File: src/hdl/assert_macros.svh
// assertion macros shared by the rtl
`ifndef ASSERT_MACROS_SVH
`define ASSERT_MACROS_SVH

// property holds at every clock edge out of reset
`define AST_HOLD(lbl, clk, rst_n, prop) \
	lbl: assert property (@(posedge clk) disable iff (!rst_n) (prop)) \
		else $error("assertion failed");

// consequent holds in the cycle after the antecedent
`define AST_NEXT(lbl, clk, rst_n, ante, cons) \
	lbl: assert property (@(posedge clk) disable iff (!rst_n) (ante) |=> (cons)) \
		else $error("assertion failed");

`endif

File: src/hdl/alc_pkg.sv
// shared types and constants of the array list with cursor
`default_nettype none
package alc_pkg;

	localparam int DEFAULT_DEPTH = 16;
	localparam int CNT_W = 5;
	localparam int DATA_W = 32;
	localparam int ACT_W = 4;
	localparam int ST_W = 2;
	localparam logic [CNT_W-1:0] CAP_RESET = CNT_W'(16);

	typedef enum logic [ACT_W-1:0] {
		ACT_INSERT = 4'd0,
		ACT_APPEND = 4'd1,
		ACT_REMOVE = 4'd2,
		ACT_START  = 4'd3,
		ACT_END    = 4'd4,
		ACT_PREV   = 4'd5,
		ACT_NEXT   = 4'd6,
		ACT_MOVE   = 4'd7,
		ACT_GET    = 4'd8,
		ACT_CLEAR  = 4'd9
	} action_t;

	typedef enum logic [ST_W-1:0] {
		ST_OK      = 2'd0,
		ST_FULL    = 2'd1,
		ST_BAD_POS = 2'd2,
		ST_EMPTY   = 2'd3
	} status_t;

	typedef struct packed {
		logic load;
		logic exec;
		logic scan_up;
		logic scan_dn;
		logic drain;
		logic put;
		logic post;
	} dp_cmd_t;

	typedef struct packed {
		logic is_ins;
		logic ins_ok;
		logic need_up;
		logic need_read;
		logic up_done;
		logic dn_done;
	} dp_sts_t;

endpackage
`default_nettype wire

File: src/hdl/alc_ram.sv
// generic single write port ram with registered read
`default_nettype none
module alc_ram #(
	parameter int WIDTH = 32,
	parameter int DEPTH = 16,
	localparam int AW = (DEPTH > 1) ? $clog2(DEPTH) : 1
) (
	input  wire logic             clk,
	input  wire logic             we,
	input  wire logic [AW-1:0]    waddr,
	input  wire logic [WIDTH-1:0] wdata,
	input  wire logic [AW-1:0]    raddr,
	output logic      [WIDTH-1:0] rdata
);

	logic [WIDTH-1:0] mem_q [DEPTH];

	always_ff @(posedge clk) begin
		if (we) begin
			mem_q[waddr] <= wdata;
		end
		rdata <= mem_q[raddr];
	end

endmodule
`default_nettype wire

File: src/hdl/alc_ctrl.sv
// controller state machine of the array list with cursor
`default_nettype none
module alc_ctrl import alc_pkg::*; (
	input  wire logic    clk,
	input  wire logic    arst_n,
	input  wire logic    in_valid,
	output logic         in_ready,
	output logic         out_valid,
	input  wire logic    out_ready,
	input  wire dp_sts_t sts,
	output dp_cmd_t      cmd
);

	typedef enum logic [2:0] {
		S_IDLE,
		S_EXEC,
		S_UP,
		S_DN,
		S_DRAIN,
		S_PUT,
		S_FIN
	} state_t;

	state_t state_q;
	logic   out_valid_q;

	always_comb begin
		cmd = '0;
		case (state_q)
			S_IDLE:  cmd.load = in_valid;
			S_EXEC:  cmd.exec = 1'b1;
			S_UP:    cmd.scan_up = 1'b1;
			S_DN:    cmd.scan_dn = 1'b1;
			S_DRAIN: cmd.drain = 1'b1;
			S_PUT:   cmd.put = 1'b1;
			S_FIN:   cmd.post = !out_valid_q || out_ready;
			default: cmd = '0;
		endcase
	end

	assign in_ready  = (state_q == S_IDLE);
	assign out_valid = out_valid_q;

	always_ff @(posedge clk or negedge arst_n) begin
		if (!arst_n) begin
			state_q     <= S_IDLE;
			out_valid_q <= 1'b0;
		end else begin
			if (cmd.post) begin
				out_valid_q <= 1'b1;
			end else if (out_ready) begin
				out_valid_q <= 1'b0;
			end
			case (state_q)
				S_IDLE: begin
					if (in_valid) state_q <= S_EXEC;
				end
				S_EXEC: begin
					if (sts.need_up) state_q <= S_UP;
					else if (sts.ins_ok) state_q <= S_PUT;
					else if (sts.need_read) state_q <= S_DN;
					else state_q <= S_FIN;
				end
				S_UP: begin
					if (sts.up_done) state_q <= S_DRAIN;
				end
				S_DN: begin
					if (sts.dn_done) state_q <= S_DRAIN;
				end
				S_DRAIN: begin
					state_q <= sts.is_ins ? S_PUT : S_FIN;
				end
				S_PUT: begin
					state_q <= S_FIN;
				end
				S_FIN: begin
					if (cmd.post) state_q <= S_IDLE;
				end
				default: state_q <= S_IDLE;
			endcase
		end
	end

endmodule
`default_nettype wire

File: src/hdl/alc_dp.sv
// datapath of the array list with cursor: entry store, count, cursor, result
`default_nettype none
module alc_dp import alc_pkg::*; #(
	parameter int DEPTH = DEFAULT_DEPTH
) (
	input  wire logic              clk,
	input  wire logic              arst_n,
	input  wire logic              cfg_we,
	input  wire logic [CNT_W-1:0]  cfg_data,
	input  wire logic [ACT_W-1:0]  action,
	input  wire logic [DATA_W-1:0] value,
	input  wire logic [CNT_W-1:0]  position,
	input  wire dp_cmd_t           cmd,
	output dp_sts_t                sts,
	output logic      [ST_W-1:0]   status,
	output logic      [DATA_W-1:0] read_value,
	output logic      [CNT_W-1:0]  length,
	output logic      [CNT_W-1:0]  cursor
);

	localparam int AW = (DEPTH > 1) ? $clog2(DEPTH) : 1;
	localparam logic [31:0] DEPTH_V = 32'(DEPTH);

	action_t           act_q;
	logic [DATA_W-1:0] val_q;
	logic [CNT_W-1:0]  pos_q;
	logic [CNT_W-1:0]  cap_q;
	logic [CNT_W-1:0]  count_q;
	logic [CNT_W-1:0]  cur_q;
	logic [CNT_W-1:0]  ptr_q;
	logic [CNT_W-1:0]  wptr_q;
	logic              wr_q;
	logic              grab_q;
	status_t           res_st_q;
	logic [DATA_W-1:0] res_rd_q;
	logic [ST_W-1:0]   status_q;
	logic [DATA_W-1:0] read_value_q;
	logic [CNT_W-1:0]  length_q;
	logic [CNT_W-1:0]  cursor_q;

	logic              is_ins;
	logic              full;
	logic              ins_ok;
	logic              in_list;
	logic [CNT_W-1:0]  eff_cur;
	logic [CNT_W-1:0]  last_idx;
	status_t           nxt_st;
	logic [CNT_W-1:0]  nxt_cur;
	logic [CNT_W-1:0]  nxt_cnt;

	logic              ram_we;
	logic [AW-1:0]     ram_waddr;
	logic [DATA_W-1:0] ram_wdata;
	logic [DATA_W-1:0] ram_rdata;

	// decode of the held item against the present count and cursor
	always_comb begin
		is_ins   = act_q inside {ACT_INSERT, ACT_APPEND};
		eff_cur  = (act_q == ACT_APPEND) ? count_q : cur_q;
		full     = (count_q >= cap_q) || (32'(count_q) >= DEPTH_V);
		ins_ok   = is_ins && !full && (eff_cur <= count_q);
		in_list  = cur_q < count_q;
		last_idx = CNT_W'(count_q - 1'b1);

		sts.is_ins    = is_ins;
		sts.ins_ok    = ins_ok;
		sts.need_up   = ins_ok && (eff_cur != count_q);
		sts.need_read = in_list && ((act_q == ACT_REMOVE) || (act_q == ACT_GET));
		sts.up_done   = (ptr_q == cur_q);
		sts.dn_done   = (act_q == ACT_GET) || (ptr_q == last_idx);
	end

	// status and cursor of each action, and the count for clear, taken at exec
	always_comb begin
		nxt_st  = ST_OK;
		nxt_cur = cur_q;
		nxt_cnt = count_q;
		case (act_q)
			ACT_INSERT: begin
				if (!ins_ok) nxt_st = ST_FULL;
			end
			ACT_APPEND: begin
				nxt_cur = count_q;
				if (!ins_ok) nxt_st = ST_FULL;
			end
			ACT_REMOVE, ACT_GET: begin
				if (!in_list) nxt_st = ST_BAD_POS;
			end
			ACT_START: nxt_cur = '0;
			ACT_END:   nxt_cur = count_q;
			ACT_PREV: begin
				if (cur_q != '0) nxt_cur = CNT_W'(cur_q - 1'b1);
			end
			ACT_NEXT: begin
				if (in_list) nxt_cur = CNT_W'(cur_q + 1'b1);
			end
			ACT_MOVE: begin
				if (pos_q > count_q) nxt_st = ST_BAD_POS;
				else nxt_cur = pos_q;
			end
			ACT_CLEAR: begin
				if (count_q == '0) begin
					nxt_st = ST_EMPTY;
				end else begin
					nxt_cnt = '0;
					nxt_cur = '0;
				end
			end
			default: nxt_st = ST_OK;
		endcase
	end

	// one write port: shifted entry, else the inserted value
	assign ram_we    = wr_q || cmd.put;
	assign ram_waddr = wr_q ? AW'(wptr_q) : AW'(cur_q);
	assign ram_wdata = wr_q ? ram_rdata : val_q;

	alc_ram #(
		.WIDTH (DATA_W),
		.DEPTH (DEPTH)
	) u_ram (
		.clk   (clk),
		.we    (ram_we),
		.waddr (ram_waddr),
		.wdata (ram_wdata),
		.raddr (AW'(ptr_q)),
		.rdata (ram_rdata)
	);

	always_ff @(posedge clk or negedge arst_n) begin
		if (!arst_n) begin
			cap_q   <= CAP_RESET;
			count_q <= '0;
			cur_q   <= '0;
			wr_q    <= 1'b0;
			grab_q  <= 1'b0;
		end else begin
			if (cfg_we) cap_q <= cfg_data;
			if (cmd.exec) begin
				count_q <= nxt_cnt;
				cur_q   <= nxt_cur;
			end
			if (cmd.drain && (act_q == ACT_REMOVE)) count_q <= CNT_W'(count_q - 1'b1);
			if (cmd.put) count_q <= CNT_W'(count_q + 1'b1);
			wr_q   <= cmd.scan_up || (cmd.scan_dn && (ptr_q != cur_q));
			grab_q <= cmd.scan_dn && (ptr_q == cur_q);
		end
	end

	always_ff @(posedge clk) begin
		if (cmd.load) begin
			act_q <= action_t'(action);
			val_q <= value;
			pos_q <= position;
		end
		if (cmd.exec) begin
			res_st_q <= nxt_st;
			res_rd_q <= '0;
			ptr_q    <= is_ins ? last_idx : cur_q;
		end
		if (cmd.scan_up) begin
			ptr_q  <= CNT_W'(ptr_q - 1'b1);
			wptr_q <= CNT_W'(ptr_q + 1'b1);
		end
		if (cmd.scan_dn) begin
			ptr_q  <= CNT_W'(ptr_q + 1'b1);
			wptr_q <= CNT_W'(ptr_q - 1'b1);
		end
		if (grab_q) res_rd_q <= ram_rdata;
		if (cmd.post) begin
			status_q     <= res_st_q;
			read_value_q <= res_rd_q;
			length_q     <= count_q;
			cursor_q     <= cur_q;
		end
	end

	assign status     = status_q;
	assign read_value = read_value_q;
	assign length     = length_q;
	assign cursor     = cursor_q;

endmodule
`default_nettype wire

File: src/hdl/array_list_with_cursor.sv
// top level of the array list with cursor
`default_nettype none
// Ordered list of signed 32-bit entries held in a DEPTH-entry ram, with a
// cursor; each input item carries one action (insert, append, remove, start,
// end, previous, next, move-to, get, clear) and gives exactly one result item
// with a status, the removed or read value, and the length and cursor after
// the action. The capacity register (reset 16) caps the length at
// min(capacity, DEPTH) and may be written only while the block is idle.
// One item is in work at a time. Cursor moves, move-to, clear, unknown action
// codes and every action that fails go straight to the result; get reads the
// entry at the cursor, remove also shifts every entry behind the cursor down
// by one, and a successful insert shifts the entries from the cursor to the
// end up by one before it writes the value: the single write port of the
// entry ram moves one entry per cycle. An insert with the cursor at the end
// and every successful append need no shift. A new item is taken as soon as
// the controller is back in idle, while the previous result may still wait in
// the output register. Entries come up undefined and need no clearing pass.
`include "assert_macros.svh"
module array_list_with_cursor import alc_pkg::*; #(
	parameter int DEPTH = DEFAULT_DEPTH
) (
	input  wire logic              clk,
	input  wire logic              arst_n,
	// configuration write
	input  wire logic              cfg_we,
	input  wire logic [CNT_W-1:0]  cfg_data,
	// input items
	input  wire logic              in_valid,
	output logic                   in_ready,
	input  wire logic [ACT_W-1:0]  action,
	input  wire logic [DATA_W-1:0] value,
	input  wire logic [CNT_W-1:0]  position,
	// result items
	output logic                   out_valid,
	input  wire logic              out_ready,
	output logic      [ST_W-1:0]   status,
	output logic      [DATA_W-1:0] read_value,
	output logic      [CNT_W-1:0]  length,
	output logic      [CNT_W-1:0]  cursor
);

	dp_cmd_t cmd;
	dp_sts_t sts;

	// sequencing of each item
	alc_ctrl u_ctrl (
		.clk       (clk),
		.arst_n    (arst_n),
		.in_valid  (in_valid),
		.in_ready  (in_ready),
		.out_valid (out_valid),
		.out_ready (out_ready),
		.sts       (sts),
		.cmd       (cmd)
	);

	// entry store, count, cursor and the result register
	alc_dp #(
		.DEPTH (DEPTH)
	) u_dp (
		.clk        (clk),
		.arst_n     (arst_n),
		.cfg_we     (cfg_we),
		.cfg_data   (cfg_data),
		.action     (action),
		.value      (value),
		.position   (position),
		.cmd        (cmd),
		.sts        (sts),
		.status     (status),
		.read_value (read_value),
		.length     (length),
		.cursor     (cursor)
	);

	// the cursor never runs past the end of the list
	`AST_HOLD(a_cursor_in_list, clk, arst_n, !out_valid || (cursor <= length))
	// the list never holds more than the ram can
	`AST_HOLD(a_length_fits, clk, arst_n, !out_valid || (32'(length) <= DEPTH))
	// an accepted item keeps the block busy in the cycle after acceptance
	`AST_NEXT(a_busy_after_accept, clk, arst_n, in_valid && in_ready, !in_ready)
	// shifting and the value write never share the write port
	`AST_HOLD(a_one_writer, clk, arst_n, !(cmd.put && (cmd.scan_up || cmd.scan_dn)))

endmodule
`default_nettype wire
File: config.mk
export PLATFORM = sky130hd
export DESIGN_NAME = array_list_with_cursor
export DESIGN_NICKNAME = d
export VERILOG_FILES = /design/src/hdl/alc_pkg.sv /design/src/hdl/alc_ram.sv /design/src/hdl/alc_ctrl.sv /design/src/hdl/alc_dp.sv /design/src/hdl/array_list_with_cursor.sv
export VERILOG_INCLUDE_DIRS = /design/src /design/src/hdl
export SDC_FILE = /design/constraint.sdc
export NUM_CORES = 1
export LEC_CHECK = 0
export BUFFER_PORTS_ARGS = -buffer_cell sky130_fd_sc_hd__buf_2
export CAP_MARGIN = 20
export CORE_AREA = 10 10 244 246
export CTS_BUF_LIST = sky130_fd_sc_hd__clkbuf_4
export DETAILED_ROUTE_END_ITERATION = 10
export DIE_AREA = 0 0 254 256
export PLACE_DENSITY = 0.65
export RECOVER_POWER = 50
export SLEW_MARGIN = 25
export SYNTH_ARGS = -nofsm -noshare
export SYNTH_HDL_FRONTEND = slang
export SYNTH_SLANG_ARGS = --single-unit
File: constraint.sdc
create_clock -name clk -period 4.7 [get_ports clk]
set_clock_uncertainty 0.05 [all_clocks]
set_input_delay 0.94 -clock clk [delete_from_list [all_inputs] [get_ports clk]]
set_output_delay 0.94 -clock clk [all_outputs]
set_load 0.02 [all_outputs]
==> parameters.txt <==
Parameter                              Value

STA
  Slew margin rel.    -1.032
  Unrepaired setup endpoints after global routing    no
  Count of final setup violators    0
  Maximum clock rate    approximately 270 MHz
  Number of hold-slack violations in the final timing report    0
  Tightest Pin Transition    between 3 and 4 ns
  Fin crit period    between 3 and 4 ns
  Tcrit/Tclk final    0.7816
  Total count of max-transition violations in the final report    between 100 and 150
  Setup TNS after final layout    0 ns
  Worst-case setup margin in the final layout    a little over 1 ns

Logic synthesis
  Post-Synthesis Net Count    around 1400
  Distinct cell type count of the synthesized netlist    68
  EDFF count, synth    640
  Leading register cell type out of synthesis    sky130_fd_sc_hd__edfxtp_1
  Portion of the post-synthesis area used by sequential elements    0.7557
  Number of warnings reported in the yosys synthesis log    0
  Share of flip-flops with an asynchronous set or reset    0.03030
  Register bit total from synthesis    693
  Count of mapped cells out of synthesis    between 1000 and 1500
  Synth Cell Area    ~27000 um2
  Avg Cell Area, Syn    roughly 21 um2

Drt
  Routed via count    roughly 13000
  Vias per Instance    approximately 5.6
  WL final    between 50000 and 60000 um
  Drt wl/cell    between 20 and 25 um
  Remaining antenna violation count after routing    0
  Residual DRC count    0
  Router iterations before antenna repair    6
  DRC marker count from the first detailed-route iteration    roughly 990

Job
  # Max-Cap Violations    3

CTS
  Post CTS Setup Buffer Count    0
  Maximum level of the CTS H-tree    4
  Clock slew at reported path FFs    0.07 ns
  Clock tree buffer depth    3
  Clock buffers created by TritonCTS    roughly 180
  CTS tree    built
  Number of clock sinks seen by CTS    slightly below 700
  Clk Latency, worst-skew pair    ~1 ns
  Clock root buffer    sky130_fd_sc_hd__clkbuf_4

Die
  Number of top-level design ports    97
  Vertical die dimension    roughly 260 um
  Initial Utilization    0.4935
  Area enclosed by the die boundary    between 60000 and 70000 um2
  Site row count    86
  Std-Cell Core Area    54660 um2
  Die extent in x    roughly 250 um

Outcome
  Status    complete, but fails checks
  Violations in the final reports    capacitance limit, slew limit

Power
  Power Density    roughly 590 nW/um2
  LEAKAGE    ~10 nW
  Worst ir drop on vdd    roughly 360 uV
  Overall power of the completed layout    ~18 mW

Global route
  Via count of the first global-routing pass    between 10000 and 15000
  Largest net degree at the start of global routing    a little under 70
  GR Util All Layers    0.1775
  Antenna violations before repair    1
  Wire length of the first global-routing pass    86590 um
  Overall overflow remaining after global route    0

Worst hold path
  Cell depth of the worst min-delay path    1
  Tightest Hold Check Type    in -> reg

Worst setup path
  Endpoint of the worst register-to-register path    u_dp.read_value[17]$_DFFE_PP_
  Maximum fanout along the worst path    44
  Worst EP required    between 5 and 6 ns
  Depth of the worst register-to-register path    3
  Critical path data arrival time    4.13 ns
  Reg-to-reg startpoint    u_ctrl.state_q[2]$_DFFE_PN0P_
  Slowest stage cell, crit path    sky130_fd_sc_hd__clkbuf_1
  Setup slack of the worst register-to-register path    slightly above 1 ns
  Startpoint kind of the worst setup timing path    register
  Worst Setup EP    u_dp.read_value[17]$_DFFE_PP_
  Critical Path Start    u_ctrl.state_q[2]$_DFFE_PN0P_
  Delay of the slowest cell on the worst path    between 2 and 2.5 ns
  Type of destination of the critical path    register
  Cells along the critical path    nand2_1 -> nor3b_4 -> clkbuf_1
  Startpoint-to-endpoint class of the critical path    reg -> reg

Finish
  Final layout net count    approximately 1600
  Share of post-route cells with drive strength above 1    0.3456
  Post-route cell area    just over 30000 um2
  Number of standard cells in the layout, taps in and fillers out    2418
  Synthesis-to-layout area growth    15.54%
  # fillers    4226

Placement
  Placed Cells    2053
  HPWL reported at the end of detailed placement    roughly 31000 um
  Number of port buffers    96
  Setup Slack @ Placement    1.428 ns
  Global placement routability congestion    about 0.86
  Total cell area at the placement stage    roughly 28000 um2
## worst min-delay path by stage
stage / startpoint / slack [ns] / to
6_report: value[4] / 0.12 / u_dp.val_q[4]$_DFFE_PP_
5_1_grt: value[4] / 0.02 / u_dp.val_q[4]$_DFFE_PP_
4_1_cts: value[4] / 0.001 / u_dp.val_q[4]$_DFFE_PP_
3_5_place_dp: u_dp.res_rd_q[30]$_SDFFCE_PN0P_ / 0.35 / u_dp.read_value[30]$_DFFE_PP_
3_3_place_gp: u_dp.res_rd_q[16]$_SDFFCE_PN0P_ / 0.35 / u_dp.read_value[16]$_DFFE_PP_
2_1_floorplan: u_dp.res_rd_q[0]$_SDFFCE_PN0P_ / 0.35 / u_dp.read_value[0]$_DFFE_PP_
## logic make-up after synthesis
group / share of synthesized area
AOI/OAI and AO/OA: 0.02361
xor gates and xnor gates: 0.008163
adders and majority gates: 0.01280
buffers and inverters: 0.01795
DFF: 0.7557
muxes: 0.1504
and+or+nand+nor: 0.03145
## where the power goes
group	switching, mW	internal (mW)
sequential	0.499	8.10
combinational	2.65	1.97
clock	2.42	2.80
## per-stage QoR
| step | util | hold WS [ns] |
|---|---|---|
| 2_1_floorplan | - | 0.3503 |
| 3_3_place_gp | 0.5194 | 0.3517 |
| 3_5_place_dp | 0.5200 | 0.3545 |
| 4_1_cts | 0.5707 | 0.001124 |
| 5_1_grt | 0.5702 | 0.02068 |
| 6_report | 0.5702 | 0.1210 |
## state kept, by name (all words and copies together) (netlist names), 32 cells and up
name and count:
u_dp.val_q 32, u_dp.u_ram.rdata 32, u_dp.read_value 32, u_dp.u_ram.mem_q 512, u_dp.res_rd_q 32
## routing by layer
layer | global-route usage | up-vias | routed length (um)
met5 | 0 | - | 0
li1 | - | 5953 | -
met4 | 0.06453 | 0 | 1055
met2 | 0.2847 | 389 | 28100
met1 | 0.2306 | 7004 | 23980
met3 | 0.04599 | 87 | 2885
## area by class of cell
| type | count | area, um2 | area share |
|---|---|---|---|
| antenna | 1 | 2.502 | 0.00008029 |
| clock buffer | 249 | 1869 | 0.05997 |
| clock inverter | 73 | 478.0 | 0.01533 |
| inverter | 26 | 97.59 | 0.003131 |
| multi-input combinational | 501 | 6238 | 0.2002 |
| sequential | 693 | 20390 | 0.6540 |
| tap | 704 | 880.8 | 0.02826 |
| timing repair buffer | 171 | 1216 | 0.03902 |
## synth_stat cells, types with 5 or more instances
library cell,number,share of area
sky130_fd_sc_hd__dfxtp_1,32,0.024
sky130_fd_sc_hd__edfxtp_1,640,0.71
sky130_fd_sc_hd__buf_1,11,0.0015
sky130_fd_sc_hd__inv_1,25,0.0035
sky130_fd_sc_hd__xnor2_1,14,0.0045
sky130_fd_sc_hd__nor2_1,37,0.0051
sky130_fd_sc_hd__nand3_1,7,0.0013
sky130_fd_sc_hd__buf_6,5,0.0021
sky130_fd_sc_hd__ha_1,26,0.012
sky130_fd_sc_hd__buf_2,23,0.0043
sky130_fd_sc_hd__o211ai_1,8,0.0022
sky130_fd_sc_hd__nand2_1,30,0.0042
sky130_fd_sc_hd__a21oi_1,13,0.0024
sky130_fd_sc_hd__a22oi_1,5,0.0014
sky130_fd_sc_hd__and2_1,34,0.0079
sky130_fd_sc_hd__mux4_2,158,0.13
sky130_fd_sc_hd__nor3_1,8,0.0015
sky130_fd_sc_hd__mux2_2,36,0.015
sky130_fd_sc_hd__a31oi_1,7,0.0016
sky130_fd_sc_hd__nor2b_1,8,0.0019
sky130_fd_sc_hd__xor2_1,6,0.0019
sky130_fd_sc_hd__o21ai_0,23,0.0043
sky130_fd_sc_hd__clkbuf_1,17,0.0024
sky130_fd_sc_hd__dfrtp_1,20,0.019
## repair_timing
| action | CTS | global route |
|---|---|---|
| resized for setup | 0 | 0 |
| hold buffers | 42 | 0 |
| endpoints found under the hold margin | 61 | 0 |
## layout by cell type, fill, tap and decap left out, types with 26 or more instances in the layout
master,count
sky130_fd_sc_hd__edfxtp_1,640
sky130_fd_sc_hd__dfxtp_1,32
sky130_fd_sc_hd__nand2_1,30
sky130_fd_sc_hd__buf_2,93
sky130_fd_sc_hd__dlygate4sd3_1,42
sky130_fd_sc_hd__mux4_2,158
sky130_fd_sc_hd__clkinv_1,44
sky130_fd_sc_hd__clkbuf_4,249
sky130_fd_sc_hd__mux2_1,31
sky130_fd_sc_hd__ha_1,26
## critical path, delay by kind of cell, from the launching register on
kind,cells,cell delay [ns]
buf+inv,1,2.15
simple gates,2,0.40
flops,1,0.53
Power figures use the tool's default switching activity.
